**config.mk**
```make
export PLATFORM = sky130hd
export DESIGN_NAME = cssg_rot_stage
export DESIGN_NICKNAME = d
export VERILOG_FILES = /design/src/rtl/core/css_chirp_sample_generator_top_macros.svh /design/src/rtl/core/cssg_pkg.sv /design/src/rtl/core/cssg_rot_stage.sv
export SDC_FILE = /design/constraint.sdc
export NUM_CORES = 1
export LEC_CHECK = 0
export BUFFER_PORTS_ARGS = -buffer_cell sky130_fd_sc_hd__buf_2
export CAP_MARGIN = 20
export CORE_MARGIN = 3
export CORE_UTILIZATION = 54
export DETAILED_ROUTE_END_ITERATION = 6
export GPL_TIMING_DRIVEN = 1
export PLACE_DENSITY_LB_ADDON = 0.2
export RECOVER_POWER = 25
export REMOVE_ABC_BUFFERS = 1
export SETUP_SLACK_MARGIN = 0.02
export SLEW_MARGIN = 20
export SYNTH_ARGS = -nofsm -noshare
export SYNTH_HDL_FRONTEND = slang
export SYNTH_SLANG_ARGS = --single-unit
```
**constraint.sdc**
```tcl
create_clock -name clk -period 3.58 [get_ports clk]
set_input_delay 0.358 -clock clk [delete_from_list [all_inputs] [get_ports clk]]
set_output_delay 0.358 -clock clk [all_outputs]
set_load 0.1 [all_outputs]
```
**src/rtl/core/css_chirp_sample_generator_top_macros.svh**
```systemverilog
// Assertion shorthands for the chirp generator; clk and rst_n come from the
// module that uses them.
`ifndef CSS_CHIRP_SAMPLE_GENERATOR_TOP_MACROS_SVH
`define CSS_CHIRP_SAMPLE_GENERATOR_TOP_MACROS_SVH

// Same-cycle implication, silent while in reset.
`define CSSG_ASSERT_IMP(label, ante, cons, msg) \
  label: assert property (@(posedge clk) disable iff (!rst_n) (ante) |-> (cons)) \
    else $error(msg);

// Implication with a fixed delay before the consequent.
`define CSSG_ASSERT_DLY(label, ante, dly, cons, msg) \
  label: assert property (@(posedge clk) disable iff (!rst_n) (ante) |-> ## (dly) (cons)) \
    else $error(msg);

`endif

```
**src/rtl/core/cssg_pkg.sv**
```systemverilog
package cssg_pkg;

  // Field and register widths
  localparam int SF_W       = 4;
  localparam int OSL_W      = 2;
  localparam int CFG_DATA_W = 4;
  localparam int CFG_IDX_W  = 1;
  localparam int SAMPLE_W   = 15;
  localparam int SYMBOL_W   = 12;
  localparam int Q15_W      = 16;

  localparam int SF_MIN     = 5;
  localparam int OSL_MAX    = 3;
  localparam logic [SF_W-1:0]  SF_RESET  = 4'd7;
  localparam logic [OSL_W-1:0] OSL_RESET = 2'd0;

  typedef enum logic [CFG_IDX_W-1:0] {
    CFG_SPREADING_FACTOR = 1'b0,
    CFG_OVERSAMPLE_LOG2  = 1'b1
  } cssg_cfg_idx_t;

  // Rotation datapath
  localparam int ROT_W        = 32;
  localparam int CORDIC_STEPS = 30;
  localparam logic signed [ROT_W-1:0] CORDIC_X0 = 32'sd652032874;

  // Arctangent of 2^-i in units of 2^-32 turn
  localparam logic signed [ROT_W-1:0] CORDIC_ATAN [CORDIC_STEPS] = '{
    32'sd536870912, 32'sd316933406, 32'sd167458907, 32'sd85004756, 32'sd42667331,
    32'sd21354465,  32'sd10679838,  32'sd5340245,   32'sd2670163,  32'sd1335087,
    32'sd667544,    32'sd333772,    32'sd166886,    32'sd83443,    32'sd41722,
    32'sd20861,     32'sd10430,     32'sd5215,      32'sd2608,     32'sd1304,
    32'sd652,       32'sd326,       32'sd163,       32'sd81,       32'sd41,
    32'sd20,        32'sd10,        32'sd5,         32'sd3,        32'sd1
  };

  typedef enum logic [1:0] {
    QUAD_I   = 2'd0,
    QUAD_II  = 2'd1,
    QUAD_III = 2'd2,
    QUAD_IV  = 2'd3
  } cssg_quad_t;

  typedef struct packed {
    cssg_quad_t               quad;
    logic signed [ROT_W-1:0]  x;
    logic signed [ROT_W-1:0]  y;
    logic signed [ROT_W-1:0]  z;
  } cssg_rot_t;

  // Q15 output
  localparam int Q15_FRAC = 15;
  localparam int Q15_HALF = 16384;
  localparam logic signed [Q15_W-1:0] Q15_MAX = 16'sh7fff;
  localparam logic signed [Q15_W-1:0] Q15_MIN = 16'sh8000;

  // Pipeline depth: input, product and angle registers, then the rotation
  // stages, then the output register.
  localparam int PHASE_DEPTH = 3;
  localparam int LATENCY     = PHASE_DEPTH + CORDIC_STEPS + 1;

endpackage

```
**src/rtl/core/cssg_rot_stage.sv**
```systemverilog
module cssg_rot_stage import cssg_pkg::*; #(
  parameter int STAGE = 0
) (
  input  logic      clk,
  input  logic      rst_n,
  input  logic      valid_i,
  input  cssg_rot_t rot_i,
  output logic      valid_o,
  output cssg_rot_t rot_o
);

  logic signed [ROT_W-1:0] x_c;
  logic signed [ROT_W-1:0] y_c;
  logic signed [ROT_W-1:0] z_c;
  logic signed [ROT_W-1:0] dx_c;
  logic signed [ROT_W-1:0] dy_c;
  cssg_rot_t               rot_nxt;

  // Rotate toward zero residual angle; shifts floor on negatives.
  always_comb begin
    x_c  = rot_i.x;
    y_c  = rot_i.y;
    z_c  = rot_i.z;
    dx_c = y_c >>> STAGE;
    dy_c = x_c >>> STAGE;
    rot_nxt.quad = rot_i.quad;
    if (!z_c[ROT_W-1]) begin
      rot_nxt.x = x_c - dx_c;
      rot_nxt.y = y_c + dy_c;
      rot_nxt.z = z_c - CORDIC_ATAN[STAGE];
    end else begin
      rot_nxt.x = x_c + dx_c;
      rot_nxt.y = y_c - dy_c;
      rot_nxt.z = z_c + CORDIC_ATAN[STAGE];
    end
  end

  logic      valid_r;
  cssg_rot_t rot_r;

  always_ff @(posedge clk) begin
    if (!rst_n) begin
      valid_r <= 1'b0;
    end else begin
      valid_r <= valid_i;
    end
  end

  always_ff @(posedge clk) begin
    rot_r <= rot_nxt;
  end

  assign valid_o = valid_r;
  assign rot_o   = rot_r;

endmodule

```
==> results of run 1 <==
==> state kept, by name, summed over array words and instances (netlist names) <==
register and flops:
valid_o 1, rot_o 97
==> per-stage QoR <==
stage | utilization | worst slack [ns] | instance area (µm²) | power, mW | hold WS (ns)
after floorplan | - | 0.8717 | 7333 | 3.492 | 0.3857
after global placement | 0.6416 | 0.3129 | 8632 | 4.008 | 0.4604
after detailed placement | 0.6416 | 0.3237 | 8632 | 4.017 | 0.4627
after CTS | 0.6647 | 0.6796 | 8942 | 5.041 | 0.09500
after global routing | 0.6630 | 0.4771 | 8920 | 5.241 | 0.09257
final | 0.6630 | 0.5789 | 8920 | 5.030 | 0.1024
==> layout make-up <==
| cell class | instances | share of cell area |
|---|---|---|
| multi-input cells | 692 | 0.5614 |
| flip-flops and latches | 98 | 0.2199 |
| repair buffers | 210 | 0.1181 |
| inverters | 97 | 0.04082 |
| clock buffers | 10 | 0.02679 |
| well taps | 176 | 0.02469 |
| clock inverters | 6 | 0.007996 |
| diodes | 1 | 0.0002805 |
==> synth_stat cells, drive strengths merged (7+ instances only) <==
| library cell | n | area [µm²] |
|---|---|---|
| buf | 28 | 152.6 |
| nand3 | 9 | 45.04 |
| xor2 | 8 | 70.07 |
| nand2b | 9 | 56.30 |
| xnor2 | 48 | 420.4 |
| a21oi | 106 | 549.3 |
| nand4 | 10 | 62.56 |
| o31a | 7 | 61.31 |
| inv | 96 | 360.3 |
| a31oi | 12 | 87.58 |
| nor2 | 74 | 277.8 |
| o21ai | 63 | 349.1 |
| mux2i | 10 | 100.1 |
| dfxtp | 98 | 1962 |
| ha | 94 | 1176 |
| o21bai | 17 | 127.6 |
| nor3 | 14 | 70.07 |
| a21o | 29 | 217.7 |
| nand2 | 55 | 206.5 |
| clkbuf | 15 | 56.30 |
| o21a | 7 | 52.55 |
| nor2b | 9 | 56.30 |
| and2 | 7 | 46.29 |
==> per-layer routing <==
metal	vias up	GRT usage	wire (µm)	share of wire
li1	3591	-	-	-
met5	-	0	0	0
met4	0	0.1164	684	0.030
met1	3389	0.3836	9443	0.42
met3	47	0.06040	2292	0.10
met2	396	0.4584	10110	0.45
==> how the worst min path moves through the flow <==
stage	start	end	cells past startpoint	slack, ns
after global routing	rot_i[17]	rot_o[17]	1	0.09
after global placement	rot_i[26]	rot_o[26]	1	0.46
after floorplan	rot_i[0]	rot_o[0]	0	0.39
after CTS	rot_i[7]	rot_o[7]	1	0.09
after detailed placement	rot_i[25]	rot_o[25]	1	0.46
final	rot_i[21]	rot_o[21]	1	0.10
==> cell usage in the layout, fill, tap and decap left out, drive strengths merged, types with 4 or more instances in the layout <==
master	count
nor2	74
xor2	8
nand2b	9
o22ai	6
a311oi	4
o21bai	17
o211ai	5
or4	4
clkbuf	27
and2	7
buf	193
a21o	29
or3	5
nor2b	9
o311ai	5
a21boi	5
or2	4
o21ai	63
nand4	10
a211oi	5
ha	94
inv	98
a21oi	106
and3	6
o31ai	6
dfxtp	98
a31oi	12
nor3	14
fa	4
o31a	7
mux2i	10
o21a	7
xnor2	48
nand2	55
nand3	9
==> cell families (layout without fill, tap and decap cells) <==
family	after synthesis	in the layout	share of synthesized area
AO/OA/AOI/OAI	310	310	0.2802
flip-flops	98	98	0.2601
XOR/XNOR	56	56	0.06503
adder cells (fa/ha/maj)	98	98	0.1666
buffers and inverters	140	323	0.07598
multiplexers	10	10	0.01327
AND/OR/NAND/NOR	218	218	0.1389
other	0	1	0
==> report_power, final <==
group | total [mW] | leakage [nW] | switching [mW] | internal, mW
combinational | 2.68 | 3.38 | 2.13 | 0.552
sequential | 1.33 | 0.827 | 0.0519 | 1.28
clock | 1.02 | 0.151 | 0.450 | 0.569
total | 5.03 | 4.36 | 2.63 | 2.40
==> results.ini, run 1 <==
[run_status]
status=finished with violations
violations=max-capacitance violations, max-slew violations

[sta]
hold_violations=0
setup_viol=0
period_share=0.8383
period_needed_ns=3.001
relSlewSlack=-0.1017
clock.fmax_ghz=0.3332
rsz0062_at_grt=no
worst_pin_slew_ns=1.653
fin_setup_tns_ns=0
drv_slew=79

[floorplanning]
fp.dieW_um=124.2
rows=42
start_util=0.5606
design.core.area_mm2=0.01345
die_area_mm2=0.01542
ioPinCount=200
die_h_um=124.2

[logic_synthesis]
syn_area_per_cell_um2=8.110
synth-edff-count=0
ys_types=87
synthArstFlopShare=0
ys_warn_count=0
ys_seq_area_frac=0.2601
synthFlopType=dfxtp_1
synth_seq_cells=98
synthCells=930
synth_area_mm2=0.007542

[clock_network]
cts_buffer_depth=2
cts_buffers=9
post_cts_resized=0
cts_tree=built
cts_setup_buffers=0
cts-htree-levels=3
clk_pin_slew_ns=0.07
holdBufCountCts=0
cts.sinks=98
root_buffer=clkbuf_16

[power]
p_leak_nw=4.361
power_density_mw_per_mm2=563.9
vdd_ir_drop_max_v=0.0003272

[grt]
antenna_found_initial=1
grt_max_degree=79
grt_pass1_wl_mm=35.09
overflow=0
grt_usage=0.2891
grt_pass1_vias=6935

[critical_path]
path_depth=12
timing.critical_path.buf_inv=2
worstSetupPathType=in2reg
cp_slowest_cell=a311oi_2
crit_path_cell_trace=buf_2 -> inv_1 -> ha_1 -> a21oi_1 -> o21a_1 -> o311a_4 -> o21ai_4 -> a311oi_2 -> o31ai_2 -> a2111oi_2 -> a31oi_1 -> xnor2_1
cp.arrival_ns=3.25
setup.worst_path.end=rot_o[60]
cp-startpoint=rot_i[35]
path_max_fanout=12
required_ns=3.82
max_stage_delay_ns=0.47
start_kind=input pin
endpoint_kind=register
crit_family=compound AO/OA/AOI/OAI gates

[cells_and_area]
multi_input_area_mm2=0.005007
area_delta_synth_final_pct=18.26
nFillCells=1211
layout.nets=1307
seq_area_mm2=0.001962
layout-drive-gt1-share=0.2183
final_cells=1290

[placed_design]
io_buffers=199
dp.cells=1273
dpl.hpwl_mm=17.82
place.gp.congestion=0.9816

[detailed_routing]
route.detailed.drc=0
viasPerCell=5.754
dr.pass1.iters=5
antenna_left=0
drtIter0Drc=733
routedWlPerCell_um=17.47
num_vias=7423
routed_wirelength_mm=22.53

[min_path]
min_path_type=in2reg

[job]
drv_cap=1

No activity file was read; power rests on OpenSTA's default activity.
==> run 2, diff against run 1 <==
CORE_UTILIZATION = 49   (was 54)
clock period = 2.4 ns   (was 3.58 ns; I/O delays follow)
==> results.ini, run 2 (synthesis gave the netlist of run 1 again) <==
[clock_network]
cts-htree-levels=3
cts_buffer_depth=2
clk_pin_slew_ns=0.07
cts_tree=built
cts_buffers=9
cts.sinks=98
root_buffer=clkbuf_16

[grt]
overflow=0
grt_max_degree=79
antenna_found_initial=1
grt_usage=0.3146
grt_util_met3=0.04748
grt_pass1_vias=8303
grt_pass1_wl_mm=42.12
grt_busiest_layer=met2
grt_use_met2=0.5302
use_met1=0.4030

[placed_design]
place_area_mm2=0.01045
place.gp.congestion=1.017
place_ws_ns=-0.5246
dp.cells=1518
dpl.hpwl_mm=20.52
io_buffers=199

[floorplanning]
die_area_mm2=0.01692
design.core.area_mm2=0.01481
start_util=0.5093
rows=44
fp.dieW_um=130.1
die_h_um=130.1
ioPinCount=200

[detailed_routing]
num_vias=8774
routed_wirelength_mm=29.18
viasPerCell=5.543
drtIter0Drc=838
antenna_left=0
routedWlPerCell_um=18.43
route.detailed.drc=0
dr.pass1.iters=5

[min_path]
min_path_type=in2reg

[sta]
drv_slew=0
period_needed_ns=2.502
hold_violations=0
fin_setup_tns_ns=-0.1983
worst_pin_slew_ns=0.5299
clock.fmax_ghz=0.3997
setup_viol=2
fin_ws_ns=-0.1021
period_share=1.043
relSlewSlack=0.6435
rsz0062_at_grt=yes
whs_ns=0.06125

[cells_and_area]
area_delta_synth_final_pct=56.67
layout-drive-gt1-share=0.4173
design_area_mm2=0.01182
final_common_cell=buf_4
final_cell_mix=buf_4 (255), buf_2 (192), dfxtp_1 (98)
fin_util=0.7979
nFillCells=1016
layout.nets=1591
final_cells=1583
largest_reg_flops=97

[power]
power_density_mw_per_mm2=721.9
vdd_ir_drop_max_v=0.0005462
finalPower_mw=8.531
p_leak_nw=5.847

[critical_path]
path_max_fanout=7
worstSetupPathType=in2reg
endpoint_kind=register
required_ns=2.63
start_kind=input pin
cp.arrival_ns=2.73

[job]
drv_cap=0

[run_status]
status=finished with violations
violations=negative setup slack

## run 2: cell count changes in the layout (fill, tap and decap cells not counted), moves of 6 or more
| cell | delta |
|---|---|
| ha_4 | +14 |
| buf_6 | +10 |
| ha_1 | -19 |
| buf_2 | +8 |
| inv_2 | +6 |
| a21oi_2 | +9 |
| a21oi_1 | -11 |
| clkbuf_1 | -14 |
| dlygate4sd3_1 | +30 |
| inv_1 | -7 |
| buf_4 | +246 |
## run 2: per-layer routing
layer  share of wire  wire, µm
met2            0.47     13850
met1            0.41     12050
met3           0.071      2070
met5               0         0
met4           0.041      1205
## run 2: worst max-delay path, cell delays in order
cell,delay [ns]
buf_2,0.11
inv_1,0.11
ha_4,0.24
buf_4,0.17
nor3_1,0.21
o21ai_1,0.19
a21oi_4,0.25
o21ai_4,0.12
o21ai_2,0.15
a21oi_2,0.08
buf_4,0.15
o211ai_1,0.39
and2_1,0.21
o22ai_1,0.10
## run 2: worst paths after layout
kind,startpoint,endpoint,slack [ns],cells past startpoint
worst max-delay path,rot_i[34],rot_o[61],-0.10,14
worst min-delay path,rot_i[4],rot_o[4],0.06,1
## run 2: final cells by class
type                            instances  area (µm²)  share of cell area
Sequential cell                        98        1962              0.1660
Tap cell                              184       230.2             0.01948
Clock inverter                          6       105.1            0.008895
Timing Repair Buffer                  494        3383              0.2863
Multi-Input combinational cell        692        5525              0.4676
Inverter                               97       366.6             0.03103
Clock buffer                           10       239.0             0.02022
Antenna cell                            2       5.005           0.0004236
## run 2: timing repair
action | 4_1_cts | 5_1_grt
pin swaps | 31 | 42
hold endpoints to repair | 30 | 0
gates resized for setup | 41 | 77
setup endpoints to repair | 21 | 29
hold buffers | 30 | 0
buffers inserted | 7 | 13
## run 2: power by group
part	internal, mW	total (mW)	switching, mW
Sequential	1.91	2.01	0.100
Combinational	1.37	4.82	3.44
Clock	0.968	1.70	0.737
Total	4.25	8.53	4.28
==> run 3, diff against run 2 <==
BUFFER_PORTS_ARGS = -buffer_cell sky130_fd_sc_hd__buf_4   (was -buffer_cell sky130_fd_sc_hd__buf_2)
==> results.ini, run 3 (synthesis gave the netlist of run 1 again) <==
[run_status]
status=finished with violations
violations=negative setup slack

[grt]
antenna_found_initial=1
grt_pass1_wl_mm=42.62
overflow=0
grt_max_degree=43
grt_usage=0.3200
grt_pass1_vias=8425

[critical_path]
cp.arrival_ns=2.69
required_ns=2.67
setup.worst_path.end=rot_o[61]
path_max_fanout=6
worstSetupPathType=in2reg
start_kind=input pin
endpoint_kind=register
cp-startpoint=rot_i[37]

[clock_network]
cts_buffer_depth=2
clk_pin_slew_ns=0.07
cts-htree-levels=3
cts_tree=built
root_buffer=clkbuf_16
cts.sinks=98
cts_buffers=9

[detailed_routing]
routed_wirelength_mm=28.86
dr.pass1.iters=5
routedWlPerCell_um=18.37
routed.top_layer=met4
drtIter0Drc=732
num_vias=8818
antenna_left=0
route.detailed.drc=0
met3_length_mm=2.377
met2_wirelength_mm=13.70
wl_met1_mm=11.63
viasPerCell=5.613

[cells_and_area]
largest_reg_flops=97
nFillCells=963
final_cell_mix=buf_4 (442), dfxtp_1 (98), a21oi_1 (91)
area_delta_synth_final_pct=59.37
final_common_cell=buf_4
fin_util=0.8117
layout-drive-gt1-share=0.4040
seq_area_mm2=0.001962
layout.nets=1580
multi_input_area_mm2=0.005396

[min_path]
holdPathStages=2
min_from=valid_i
min_path_type=in2reg

[sta]
clock.fmax_ghz=0.4125
rsz0062_at_grt=yes
setup_viol=4
drv_slew=0
fin_setup_tns_ns=-0.07171
hold_violations=0
period_share=1.010
fin_ws_ns=-0.02423
whs_ns=0.07931
worst_pin_slew_ns=0.5262
relSlewSlack=0.6480
period_needed_ns=2.424

[power]
vdd_ir_drop_max_v=0.0007187
p_leak_nw=5.935
finalPower_mw=8.542
power_density_mw_per_mm2=710.6

[floorplanning]
start_util=0.5093
ioPinCount=200
rows=44
fp.dieW_um=130.1
die_area_mm2=0.01692
design.core.area_mm2=0.01481
die_h_um=130.1

[placed_design]
place.gp.congestion=1.047
dpl.hpwl_mm=21.38
place_ws_ns=-0.5207
io_buffers=199

[job]
drv_cap=0

## run 3: changes by cell type in the layout (fill, tap and decap cells not counted), moves of 2 or more
cell     change
buf_12       -3
buf_2      -192
buf_4      +187
buf_6        -5
buf_8        +2
ha_1         +6
ha_4         -5
inv_1        +2
inv_2        -2
o21ai_0      -3
o21ai_1      +4
## run 3: what timing repair did
action                     in CTS  in global routing
gates resized for setup        18                 77
pin swaps                      18                 53
hold endpoints to repair       30                  1
setup endpoints to repair      20                 24
gates cloned                    0                  0
hold buffers                   30                  1
setup buffers                   4                 12
## run 3: where the power goes
group          switching, mW  internal [mW]  leakage, nW  total, mW
Clock                  0.721          0.860        0.154       1.58
Combinational           3.41           1.52         4.95       4.93
Sequential             0.118           1.91        0.827       2.03
Total                   4.25           4.29         5.94       8.54
## run 3: worst min path at each step
| stage | slack (ns) | end |
|---|---|---|
| final | 0.08 | valid_o |
| after global routing | 0.07 | valid_o |
| after CTS | 0.004 | rot_o[4] |
| after detailed placement | 0.35 | rot_o[20] |
| after global placement | 0.34 | rot_o[1] |
| after floorplan | 0.27 | rot_o[0] |
## run 3: critical path, cell delays in order
cell and delay [ns]:
buf_6 0.09, buf_6 0.11, ha_4 0.15, or3b_4 0.24
a31oi_4 0.10, or4_4 0.54, o21ai_4 0.26, o21ai_2 0.08
a21oi_2 0.21, o211ai_1 0.22, and2_1 0.22, o22ai_1 0.23
## run 3: layout make-up
type                            count  area share
Multi-Input combinational cell    692      0.4489
Timing Repair Buffer              483      0.3116
Sequential cell                    98      0.1632
Inverter                           97     0.03050
Clock buffer                       10     0.01988
Tap cell                          184     0.01915
Clock inverter                      6    0.006454
Antenna cell                        1   0.0002082
## run 3: through the flow
step | instance area, µm² | std cells
5_1_grt | 12020 | 1571
4_1_cts | 11570 | 1557
6_report | 12020 | 1571
2_1_floorplan | 7333 | 887
3_5_place_dp | 10850 | 1507
3_3_place_gp | 10850 | 1507
## run 3: layer usage
layer / up-vias / global-route usage
li1: 4139 / -
met1: 4110 / 0.4019
met2: 483 / 0.5389
met3: 86 / 0.05935
met4: 0 / 0.1333
met5: - / 0
