===== src/rtl/core/css_chirp_sample_generator_top_macros.svh =====
// Assertion shorthands for the chirp generator; clk and rst_n come from the
// module that uses them.
`ifndef CSS_CHIRP_SAMPLE_GENERATOR_TOP_MACROS_SVH
`define CSS_CHIRP_SAMPLE_GENERATOR_TOP_MACROS_SVH

// Same-cycle implication, silent while in reset.
`define CSSG_ASSERT_IMP(label, ante, cons, msg) \
  label: assert property (@(posedge clk) disable iff (!rst_n) (ante) |-> (cons)) \
    else $error(msg);

// Implication with a fixed delay before the consequent.
`define CSSG_ASSERT_DLY(label, ante, dly, cons, msg) \
  label: assert property (@(posedge clk) disable iff (!rst_n) (ante) |-> ## (dly) (cons)) \
    else $error(msg);

`endif


===== src/rtl/core/cssg_pkg.sv =====
package cssg_pkg;

  // Field and register widths
  localparam int SF_W       = 4;
  localparam int OSL_W      = 2;
  localparam int CFG_DATA_W = 4;
  localparam int CFG_IDX_W  = 1;
  localparam int SAMPLE_W   = 15;
  localparam int SYMBOL_W   = 12;
  localparam int Q15_W      = 16;

  localparam int SF_MIN     = 5;
  localparam int OSL_MAX    = 3;
  localparam logic [SF_W-1:0]  SF_RESET  = 4'd7;
  localparam logic [OSL_W-1:0] OSL_RESET = 2'd0;

  typedef enum logic [CFG_IDX_W-1:0] {
    CFG_SPREADING_FACTOR = 1'b0,
    CFG_OVERSAMPLE_LOG2  = 1'b1
  } cssg_cfg_idx_t;

  // Rotation datapath
  localparam int ROT_W        = 32;
  localparam int CORDIC_STEPS = 30;
  localparam logic signed [ROT_W-1:0] CORDIC_X0 = 32'sd652032874;

  // Arctangent of 2^-i in units of 2^-32 turn
  localparam logic signed [ROT_W-1:0] CORDIC_ATAN [CORDIC_STEPS] = '{
    32'sd536870912, 32'sd316933406, 32'sd167458907, 32'sd85004756, 32'sd42667331,
    32'sd21354465,  32'sd10679838,  32'sd5340245,   32'sd2670163,  32'sd1335087,
    32'sd667544,    32'sd333772,    32'sd166886,    32'sd83443,    32'sd41722,
    32'sd20861,     32'sd10430,     32'sd5215,      32'sd2608,     32'sd1304,
    32'sd652,       32'sd326,       32'sd163,       32'sd81,       32'sd41,
    32'sd20,        32'sd10,        32'sd5,         32'sd3,        32'sd1
  };

  typedef enum logic [1:0] {
    QUAD_I   = 2'd0,
    QUAD_II  = 2'd1,
    QUAD_III = 2'd2,
    QUAD_IV  = 2'd3
  } cssg_quad_t;

  typedef struct packed {
    cssg_quad_t               quad;
    logic signed [ROT_W-1:0]  x;
    logic signed [ROT_W-1:0]  y;
    logic signed [ROT_W-1:0]  z;
  } cssg_rot_t;

  // Q15 output
  localparam int Q15_FRAC = 15;
  localparam int Q15_HALF = 16384;
  localparam logic signed [Q15_W-1:0] Q15_MAX = 16'sh7fff;
  localparam logic signed [Q15_W-1:0] Q15_MIN = 16'sh8000;

  // Pipeline depth: input, product and angle registers, then the rotation
  // stages, then the output register.
  localparam int PHASE_DEPTH = 3;
  localparam int LATENCY     = PHASE_DEPTH + CORDIC_STEPS + 1;

endpackage


===== src/rtl/core/cssg_out.sv =====
module cssg_out import cssg_pkg::*; (
  input  logic                    clk,
  input  logic                    rst_n,
  input  logic                    valid_i,
  input  cssg_rot_t               rot_i,
  output logic                    strobe_o,
  output logic signed [Q15_W-1:0] up_real_o,
  output logic signed [Q15_W-1:0] up_imag_o,
  output logic signed [Q15_W-1:0] down_real_o,
  output logic signed [Q15_W-1:0] down_imag_o
);

  localparam logic signed [ROT_W:0] RND = (ROT_W+1)'(Q15_HALF);

  // Round half up from Q30 and clip to Q15.
  function automatic logic signed [Q15_W-1:0] to_q15(input logic signed [ROT_W-1:0] v);
    logic signed [ROT_W:0] vx;
    logic signed [ROT_W:0] r;
    vx = {v[ROT_W-1], v};
    r  = (vx + RND) >>> Q15_FRAC;
    if (r > Q15_MAX) begin
      return Q15_MAX;
    end else if (r < Q15_MIN) begin
      return Q15_MIN;
    end
    return r[Q15_W-1:0];
  endfunction

  logic signed [ROT_W-1:0] x_c;
  logic signed [ROT_W-1:0] y_c;
  logic signed [ROT_W-1:0] xr_c;
  logic signed [ROT_W-1:0] yr_c;
  logic signed [Q15_W-1:0] cos_c;
  logic signed [Q15_W-1:0] sin_c;
  logic signed [Q15_W-1:0] dimag_c;

  always_comb begin
    x_c = rot_i.x;
    y_c = rot_i.y;
    case (rot_i.quad)
      QUAD_II: begin
        xr_c = -y_c;
        yr_c = x_c;
      end
      QUAD_III: begin
        xr_c = -x_c;
        yr_c = -y_c;
      end
      QUAD_IV: begin
        xr_c = y_c;
        yr_c = -x_c;
      end
      default: begin
        xr_c = x_c;
        yr_c = y_c;
      end
    endcase
    cos_c   = to_q15(xr_c);
    sin_c   = to_q15(yr_c);
    dimag_c = (sin_c == Q15_MIN) ? Q15_MAX : -sin_c;
  end

  logic                    strobe_r;
  logic signed [Q15_W-1:0] up_real_r;
  logic signed [Q15_W-1:0] up_imag_r;
  logic signed [Q15_W-1:0] down_imag_r;

  always_ff @(posedge clk) begin
    if (!rst_n) begin
      strobe_r <= 1'b0;
    end else begin
      strobe_r <= valid_i;
    end
  end

  always_ff @(posedge clk) begin
    up_real_r   <= cos_c;
    up_imag_r   <= sin_c;
    down_imag_r <= dimag_c;
  end

  assign strobe_o    = strobe_r;
  assign up_real_o   = up_real_r;
  assign up_imag_o   = up_imag_r;
  assign down_real_o = up_real_r;
  assign down_imag_o = down_imag_r;

endmodule


===== config.mk =====
export PLATFORM = sky130hd
export DESIGN_NAME = cssg_out
export DESIGN_NICKNAME = d
export VERILOG_FILES = /design/src/rtl/core/css_chirp_sample_generator_top_macros.svh /design/src/rtl/core/cssg_pkg.sv /design/src/rtl/core/cssg_out.sv
export SDC_FILE = /design/constraint.sdc
export NUM_CORES = 1
export LEC_CHECK = 0
export BUFFER_PORTS_ARGS = -buffer_cell sky130_fd_sc_hd__buf_2
export CORE_AREA = 2 2 127 129
export CTS_CLUSTER_SIZE = 30
export DETAILED_ROUTE_END_ITERATION = 7
export DIE_AREA = 0 0 129 131
export GPL_TIMING_DRIVEN = 0
export PLACE_DENSITY = 0.68
export SLEW_MARGIN = 20
export SYNTH_ARGS = -nofsm -noshare
export SYNTH_HDL_FRONTEND = slang
export SYNTH_SLANG_ARGS = --single-unit

===== constraint.sdc =====
create_clock -name clk -period 8.3 [get_ports clk]
set_input_delay 1.66 -clock clk [delete_from_list [all_inputs] [get_ports clk]]
set_output_delay 1.66 -clock clk [all_outputs]
set_load 0.05 [all_outputs]

==> results of run 1 <==
## flip-flops by register name, indices dropped and copies added (netlist names)
name,count
down_real_o,16
up_imag_o,16
strobe_o,1
down_imag_o,16
## cells by family after synthesis
kind of cell | count (synthesis) | share of synthesized area (%)
and+or+nand+nor | 316 | 34.1
AOI/OAI and AO/OA | 205 | 29.4
buffers and inverters | 71 | 6.78
DFF | 49 | 18.5
xor gates and xnor gates | 30 | 4.95
muxes | 18 | 5.65
adders and majority gates | 3 | 0.707
## placed cells by master (no fill, tap or decap), types with 5 or more instances in the layout
cell       count
or2_2          8
clkbuf_16      5
nor2_1        62
nand2b_1       5
or4_1          6
mux2_2         6
buf_4         17
xor2_1        11
a31oi_1       12
a21o_1        21
mux4_2         8
nand2_1       65
buf_2        145
nor4_1        21
o221ai_1       8
nor4_2         6
o211ai_1      14
and2_1         9
inv_1         13
and3_1         6
nand3_1       32
a311oi_1       6
a211oi_1       7
clkbuf_1      19
nand2_2        5
a21oi_1       27
xnor2_1       19
o22ai_1        7
o21ai_0       35
o31a_1         5
nor3_1        29
nand3_2        5
nand4_1       12
and4_1         7
o21ai_1        5
dfxtp_1       49
or3_1         11
## synthesized netlist by cell type, types with 17 or more instances
cell	instances	area share (%)
a21o_1	21	3.0
a21oi_1	27	2.5
buf_2	17	1.6
buf_4	17	2.4
clkbuf_1	19	1.3
dfxtp_1	49	18
nand2_1	65	4.6
nand3_1	32	3.0
nor2_1	62	4.4
nor3_1	29	2.7
nor4_1	21	2.5
o21ai_0	35	3.3
xnor2_1	19	3.1
## power breakdown
part / total (mW) / switching, mW / internal [mW]
clock: 0.212 / 0.0982 / 0.114
sequential: 0.293 / 0.0120 / 0.281
combinational: 0.598 / 0.425 / 0.173
total: 1.10 / 0.535 / 0.568
## routing by layer
| layer | vias up | share of wire (%) |
|---|---|---|
| li1 | 2930 | - |
| met3 | 40 | 7.8 |
| met2 | 294 | 45 |
| met4 | 0 | 2.7 |
| met5 | - | 0 |
| met1 | 2877 | 44 |
## per-stage QoR
step / hold WS (ps) / std cells / power (mW) / worst slack, ps / instance area, um^2
CTS: 1560 / 1044 / 1.11 / 1620 / 6370
floorplan: 1780 / 692 / 0.752 / 2590 / 5310
detailed placement: 1870 / 1036 / 0.893 / 1330 / 6220
global placement: 1870 / 1036 / 0.890 / 1330 / 6220
finish: 1560 / 1044 / 1.10 / 1490 / 6370
global route: 1580 / 1044 / 1.16 / 985 / 6370
## final cells by class
class	count	area, um^2
clock inverters	3	26.3
clock buffers	5	125
fillers	1638	9220
inverters	13	48.8
multi-input cells	572	3970
plain buffers	58	312
flip-flops and latches	49	981
repair buffers	128	641
well taps	216	270
## worst max-delay path, cell delays in order
cell and delay [ps]:
buf_2 120, nor4_2 600, nand4_1 590, nor4_1 560
o31ai_1 160, o22ai_1 500, or3_1 260, nor2_1 80
o2111ai_1 400, nand2_1 300, a21oi_1 320, ha_1 320
o21ai_1 170, nor4_4 470, nand3_2 250, buf_6 220
o21ai_2 60
## worst max-delay path by stage
stage	cells past startpoint	end	start	slack, ps
2_1_floorplan	14	down_imag_o[15]	rot_i[72]	2590
3_3_place_gp	17	down_imag_o[6]	rot_i[72]	1330
3_5_place_dp	17	down_imag_o[6]	rot_i[72]	1330
4_1_cts	17	down_imag_o[6]	rot_i[72]	1620
5_1_grt	17	down_imag_o[6]	rot_i[72]	990
6_report	17	down_imag_o[6]	rot_i[72]	1490
==> results.toml, run 1 <==
[logic_synthesis]
synth_seq_area_share_pct = 18.5
ys_ff_latch = 49
synth_edf_count = 0
synth.distinct_cells = 91
ys.warnings.count = 0
synthArstFlopShare_pct = 0
syn_area_mm2 = 0.00531
synth-main-ff-cell = "dfxtp_1"
syn-instance-count = 692
synth_nets = 796
syn_avg_cell_area_um2 = 7.68

[timing]
final-hold-violation-count = 0
tns_ps = 0
tightest_slew_ps = 955
fmax_mhz = 147
slew_headroom_pct = 35.9
finalCritPeriodShare_pct = 82.1
rsz0062_at_grt = "false"
setup_viol = 0
drv_slew = 0
min_period_ps = 6810

[grt]
grt_use_total_pct = 21.4
grt_pass1_wl_um = 28600
grt_use_met2_pct = 34.0
grt_busiest_layer = "met2"
overflow = 0
antenna_found_initial = 0
grtUsageMet3_pct = 2.61
met1_usage_pct = 29.6
first_global_vias = 5500
grt_max_degree = 18

[die]
die_w_um = 129
coreArea_mm2 = 0.0156
rows = 46
start_util_pct = 34.1
fp.dieArea_mm2 = 0.0169
pin_count = 166
fp.dieH_um = 131

[critical_path]
cp.arrival_ps = 7040
required_ps = 8530
start_kind = "input pin"
cp-end-kind = "register"
critPathKind = "in2reg"
crit_path_max_fanout = 10

[clock_tree]
cts_setup_buffers = 0
cts_tree = "done"
cts.sinks = 49
postCtsHoldBufs = 0
root_buffer = "clkbuf_16"
ctsResizeCount = 0
clockBufferDepth = 2
cts_buffers = 5
htree_num_levels = 2
clkTransAtPathRegs_ps = 70

[detailed_routing]
avgRoutedWirePerCell_um = 17.8
vias = 6141
vias_per_cell = 5.88
first_pass_iters = 6
ant_nets = 0
drt_iter0_markers = 560
routed_wl_um = 18600
route.detailed.drc = 0

[placement]
gp_congestion = 0.981
hpwlAfterDp_um = 14900
portBuffers = 128

[cells_and_area]
drive_above_1_share_pct = 30.2
fin_util_pct = 40.9
num_antenna_cells = 0
nets = 931
area_growth_pct = 20.0

[power_and_ir_drop]
p_per_area_mw_per_mm2 = 173
p_leak_nw = 2.50
irDropWorstVdd_v = 0.0000984

[job]
drv_cap = 0

[min_path]
hp-class = "in2reg"
min_delay_path_depth = 2
hold_path_end = "strobe_o"
hold_start = "valid_i"

[outcome]
status = "finished clean"
Power figures use the tool's default switching activity.
==> run 2: changes to the inputs <==
--- a/config.mk
+++ b/config.mk
@@ -11,7 +11,7 @@
 export DETAILED_ROUTE_END_ITERATION = 7
 export DIE_AREA = 0 0 129 131
 export GPL_TIMING_DRIVEN = 0
-export PLACE_DENSITY = 0.68
+export PLACE_DENSITY = 0.7
 export SLEW_MARGIN = 20
 export SYNTH_ARGS = -nofsm -noshare
 export SYNTH_HDL_FRONTEND = slang
==> constraint.sdc (replaced) <==
create_clock -name clk -period 5.45 [get_ports clk]
set_input_delay 1.09 -clock clk [delete_from_list [all_inputs] [get_ports clk]]
set_output_delay 1.09 -clock clk [all_outputs]
set_load 0.05 [all_outputs]
==> results.toml, run 2 (synthesis gave the netlist of run 1 again) <==
[outcome]
status = "finished clean"

[placement]
gp_congestion = 1.00
portBuffers = 128
place_area_mm2 = 0.00622
hpwlAfterDp_um = 15100

[critical_path]
required_ps = 5640
start_kind = "input pin"
cp-end-kind = "register"
cp.arrival_ps = 5470
crit_path_max_fanout = 10
critPathKind = "in2reg"

[min_path]
hp-class = "in2reg"

[cells_and_area]
final_common_cell = "buf_2"
area_growth_pct = 27.8
final_area_mm2 = 0.00679
register_area_um2 = 981
drive_above_1_share_pct = 36.0
nets = 953
final_cell_mix = "buf_2 (146), nand2_1 (64), nor2_1 (60)"
multi_input_area_mm2 = 0.00421
fill_cells = 1638

[power_and_ir_drop]
switching_share_pct = 48.9
p_per_area_mw_per_mm2 = 255
power_frac_comb_pct = 55.2
p_clk_share_pct = 19.0
power.switching_mw = 0.848
power.internal_mw = 0.886
power_mw = 1.73
p_leak_nw = 2.68
irDropWorstVdd_v = 0.000163
seqPwrFrac_pct = 25.8

[timing]
fmax_mhz = 189
tightest_slew_ps = 902
final-hold-violation-count = 0
rsz0062_at_grt = "true"
fin_hold_ws_ps = 983
min_period_ps = 5280
finalCritPeriodShare_pct = 96.9
drv_slew = 0
tns_ps = 0
slew_headroom_pct = 39.1
setup_viol = 0

[die]
rows = 46
pin_count = 166
coreArea_mm2 = 0.0156
start_util_pct = 34.1
die_w_um = 129
fp.dieH_um = 131
fp.dieArea_mm2 = 0.0169

[clock_tree]
postCtsHoldBufs = 0
cts_buffers = 5
cts_tree = "done"
root_buffer = "clkbuf_16"
htree_num_levels = 2
clockBufferDepth = 2
cts.sinks = 49
clkTransAtPathRegs_ps = 80

[detailed_routing]
ant_nets = 0
vias_per_cell = 5.91
first_pass_iters = 5
avgRoutedWirePerCell_um = 18.2
vias = 6306
routed_wl_um = 19400
route.detailed.drc = 0
drt_iter0_markers = 610

[grt]
antenna_found_initial = 2
grt_max_degree = 17
grt_pass1_wl_um = 29900
grt_use_total_pct = 22.5
overflow = 0
first_global_vias = 5624

[job]
drv_cap = 0
[run 2: cell types whose count changed in the layout (fill, tap and decap cells not counted), sizes merged]
| cell | delta |
|---|---|
| buf | +23 |
| clkbuf | -1 |
| clkinv | +1 |
| clkinvlp | -1 |
| diode | +1 |
[run 2: final timing paths]
kind | from | endpoint | slack (ps) | cells after the start
worst max-delay path | rot_i[72] | down_imag_o[10] | 170 | 17
worst min-delay path | valid_i | strobe_o | 980 | 2
[run 2: power by group through the flow]
stage / clock network [mW] / registers (mW) / logic (mW)
CTS: 0.334 / 0.449 / 0.924
global placement: 0 / 0.456 / 0.901
global route: 0.348 / 0.455 / 1.02
finish: 0.329 / 0.447 / 0.958
floorplan: 0 / 0.706 / 0.439
detailed placement: 0 / 0.457 / 0.906
[run 2: layout make-up]
type | instances | share of cell area, %
diodes | 1 | 0.0369
flip-flops and latches | 49 | 14.4
well taps | 216 | 3.98
repair buffers | 151 | 12.0
clock inverters | 3 | 0.313
inverters | 13 | 0.719
multi-input cells | 572 | 62.0
plain buffers | 57 | 4.66
clock buffers | 5 | 1.84
[run 2: what timing repair did]
item,CTS,global route
gates resized for setup,22,33
setup endpoints to repair,16,31
pin swaps,6,11
setup buffers,11,12
[run 2: through the flow]
stage          util (%)  worst slack, ps  cells
2_1_floorplan         -              314    692
3_3_place_gp       39.9            -1020   1036
3_5_place_dp       39.9            -1010   1036
4_1_cts            42.1             21.9   1055
5_1_grt            43.5            -46.3   1067
6_report           43.5              170   1067
[run 2: critical path, stage by stage]
cell and delay, ps:
buf_2 130, or4_4 570, or4_4 550, o31ai_4 250
o221ai_2 170, or4_4 630, o41ai_4 450, a21o_1 220
clkbuf_4 240, nand2_1 130, ha_4 210, o21ai_1 180
nor4_4 70, buf_4 180, nand3_2 120, buf_6 180
nand3_2 70
[run 2: metal layers]
layer	GRT usage (%)	vias to the layer above	routed length, um
met2	36.0	345	8790
met3	4.40	57	1680
met4	8.95	2	774
li1	-	2972	-
met5	0	-	13
met1	29.9	2930	8160
==> run 3: changes to the inputs <==
--- a/config.mk
+++ b/config.mk
@@ -11,7 +11,6 @@
 export DETAILED_ROUTE_END_ITERATION = 7
 export DIE_AREA = 0 0 129 131
 export GPL_TIMING_DRIVEN = 0
-export PLACE_DENSITY = 0.7
 export SLEW_MARGIN = 20
 export SYNTH_ARGS = -nofsm -noshare
 export SYNTH_HDL_FRONTEND = slang
==> constraint.sdc (replaced) <==
create_clock -name clk -period 5.45 [get_ports clk]
set_input_delay 1.09 -clock clk [delete_from_list [all_inputs] [get_ports clk]]
set_output_delay 1.09 -clock clk [all_outputs]
set_load 0.01 [all_outputs]
==> results.toml, run 3 (synthesis gave the netlist of run 1 again) <==
[outcome]
status = "finished clean"

[detailed_routing]
first_pass_iters = 6
ant_nets = 0
drt_iter0_markers = 577
routed_wl_um = 19100
route.detailed.drc = 0
vias = 6191
avgRoutedWirePerCell_um = 17.9
vias_per_cell = 5.81

[power_and_ir_drop]
power_mw = 1.45
irDropWorstVdd_v = 0.000125
p_per_area_mw_per_mm2 = 213
p_leak_nw = 2.68

[cells_and_area]
fill_cells = 1639
fin_cells = 1066
area_growth_pct = 27.8
final_common_cell = "buf_2"
multi_input_area_mm2 = 0.00421
final_cell_mix = "buf_2 (146), nand2_1 (64), nor2_1 (58)"
drive_above_1_share_pct = 36.0
final_area_mm2 = 0.00679
register_area_um2 = 981
nets = 952
fin_util_pct = 43.5

[clock_tree]
clockBufferDepth = 2
clkTransAtPathRegs_ps = 80
root_buffer = "clkbuf_16"
cts.sinks = 49
cts_tree = "done"
cts_buffers = 5
htree_num_levels = 2
postCtsHoldBufs = 0

[critical_path]
critPathKind = "in2reg"
required_ps = 5640
cp.arrival_ps = 5420
crit_path_max_fanout = 10
start_kind = "input pin"
cp-end-kind = "register"

[grt]
grt_pass1_wl_um = 29600
first_global_vias = 5546
grt_max_degree = 18
overflow = 0
grt_use_total_pct = 22.2
antenna_found_initial = 1

[placement]
hpwlAfterDp_um = 15000
post-place-ws_ps = -1050
place_area_mm2 = 0.00622
gp_congestion = 0.957
dp_cells = 1036
portBuffers = 128

[die]
fp.dieH_um = 131
rows = 46
die_w_um = 129
start_util_pct = 34.1
pin_count = 166
coreArea_mm2 = 0.0156
fp.dieArea_mm2 = 0.0169

[timing]
min_period_ps = 5230
drv_slew = 0
final-hold-violation-count = 0
tightest_slew_ps = 840
fmax_mhz = 191
setup_viol = 0
fin_hold_ws_ps = 978
finalCritPeriodShare_pct = 95.9
slew_headroom_pct = 43.3
layout_setup_ws_ps = 221
tns_ps = 0

[job]
drv_cap = 0

[min_path]
hp-class = "in2reg"
## run 3: path summary, 6_finish.rpt
check,cells past startpoint,startpoint,end,slack (ps)
max,18,rot_i[44],down_imag_o[9],220
min,2,valid_i,strobe_o,980
## run 3: cell type report
cell class | instances | area share, %
Multi-Input combinational cell | 572 | 62.1
Sequential cell | 49 | 14.5
Buffer | 57 | 4.63
Antenna cell | 1 | 0.0369
Inverter | 13 | 0.719
Timing Repair Buffer | 150 | 11.9
Tap cell | 216 | 3.98
Clock buffer | 5 | 1.84
Clock inverter | 3 | 0.387
## run 3: worst max-delay path, cell delays in order
cell	delay (ps)
buf_2	120
or4_1	630
nor3_2	280
nand3b_1	200
a22o_1	260
a21o_1	260
or4_4	570
o41ai_4	450
a21o_1	220
buf_2	250
a21oi_2	110
ha_2	240
o21ai_2	110
nor4_4	60
buf_4	180
nand3_2	120
buf_6	180
nand3_2	70
## run 3: repair_timing
item / in CTS / in global routing
buffers inserted: 11 / 11
resized for setup: 20 / 33
setup endpoints to repair: 16 / 31
pin swaps: 5 / 11
## run 3: routing by layer
layer / up-vias / routed length [um] / track usage (%)
met2: 334 / 8510 / 34.7
met5: - / 0 / 0
met3: 38 / 1600 / 3.42
li1: 2965 / - / -
met4: 0 / 533 / 8.57
met1: 2854 / 8420 / 30.9
## run 3: report_power, final
group          switching (mW)  internal (mW)  total (mW)
combinational           0.391          0.280       0.671
sequential             0.0182          0.428       0.446
clock                   0.156          0.174       0.329
total                   0.565          0.882        1.45
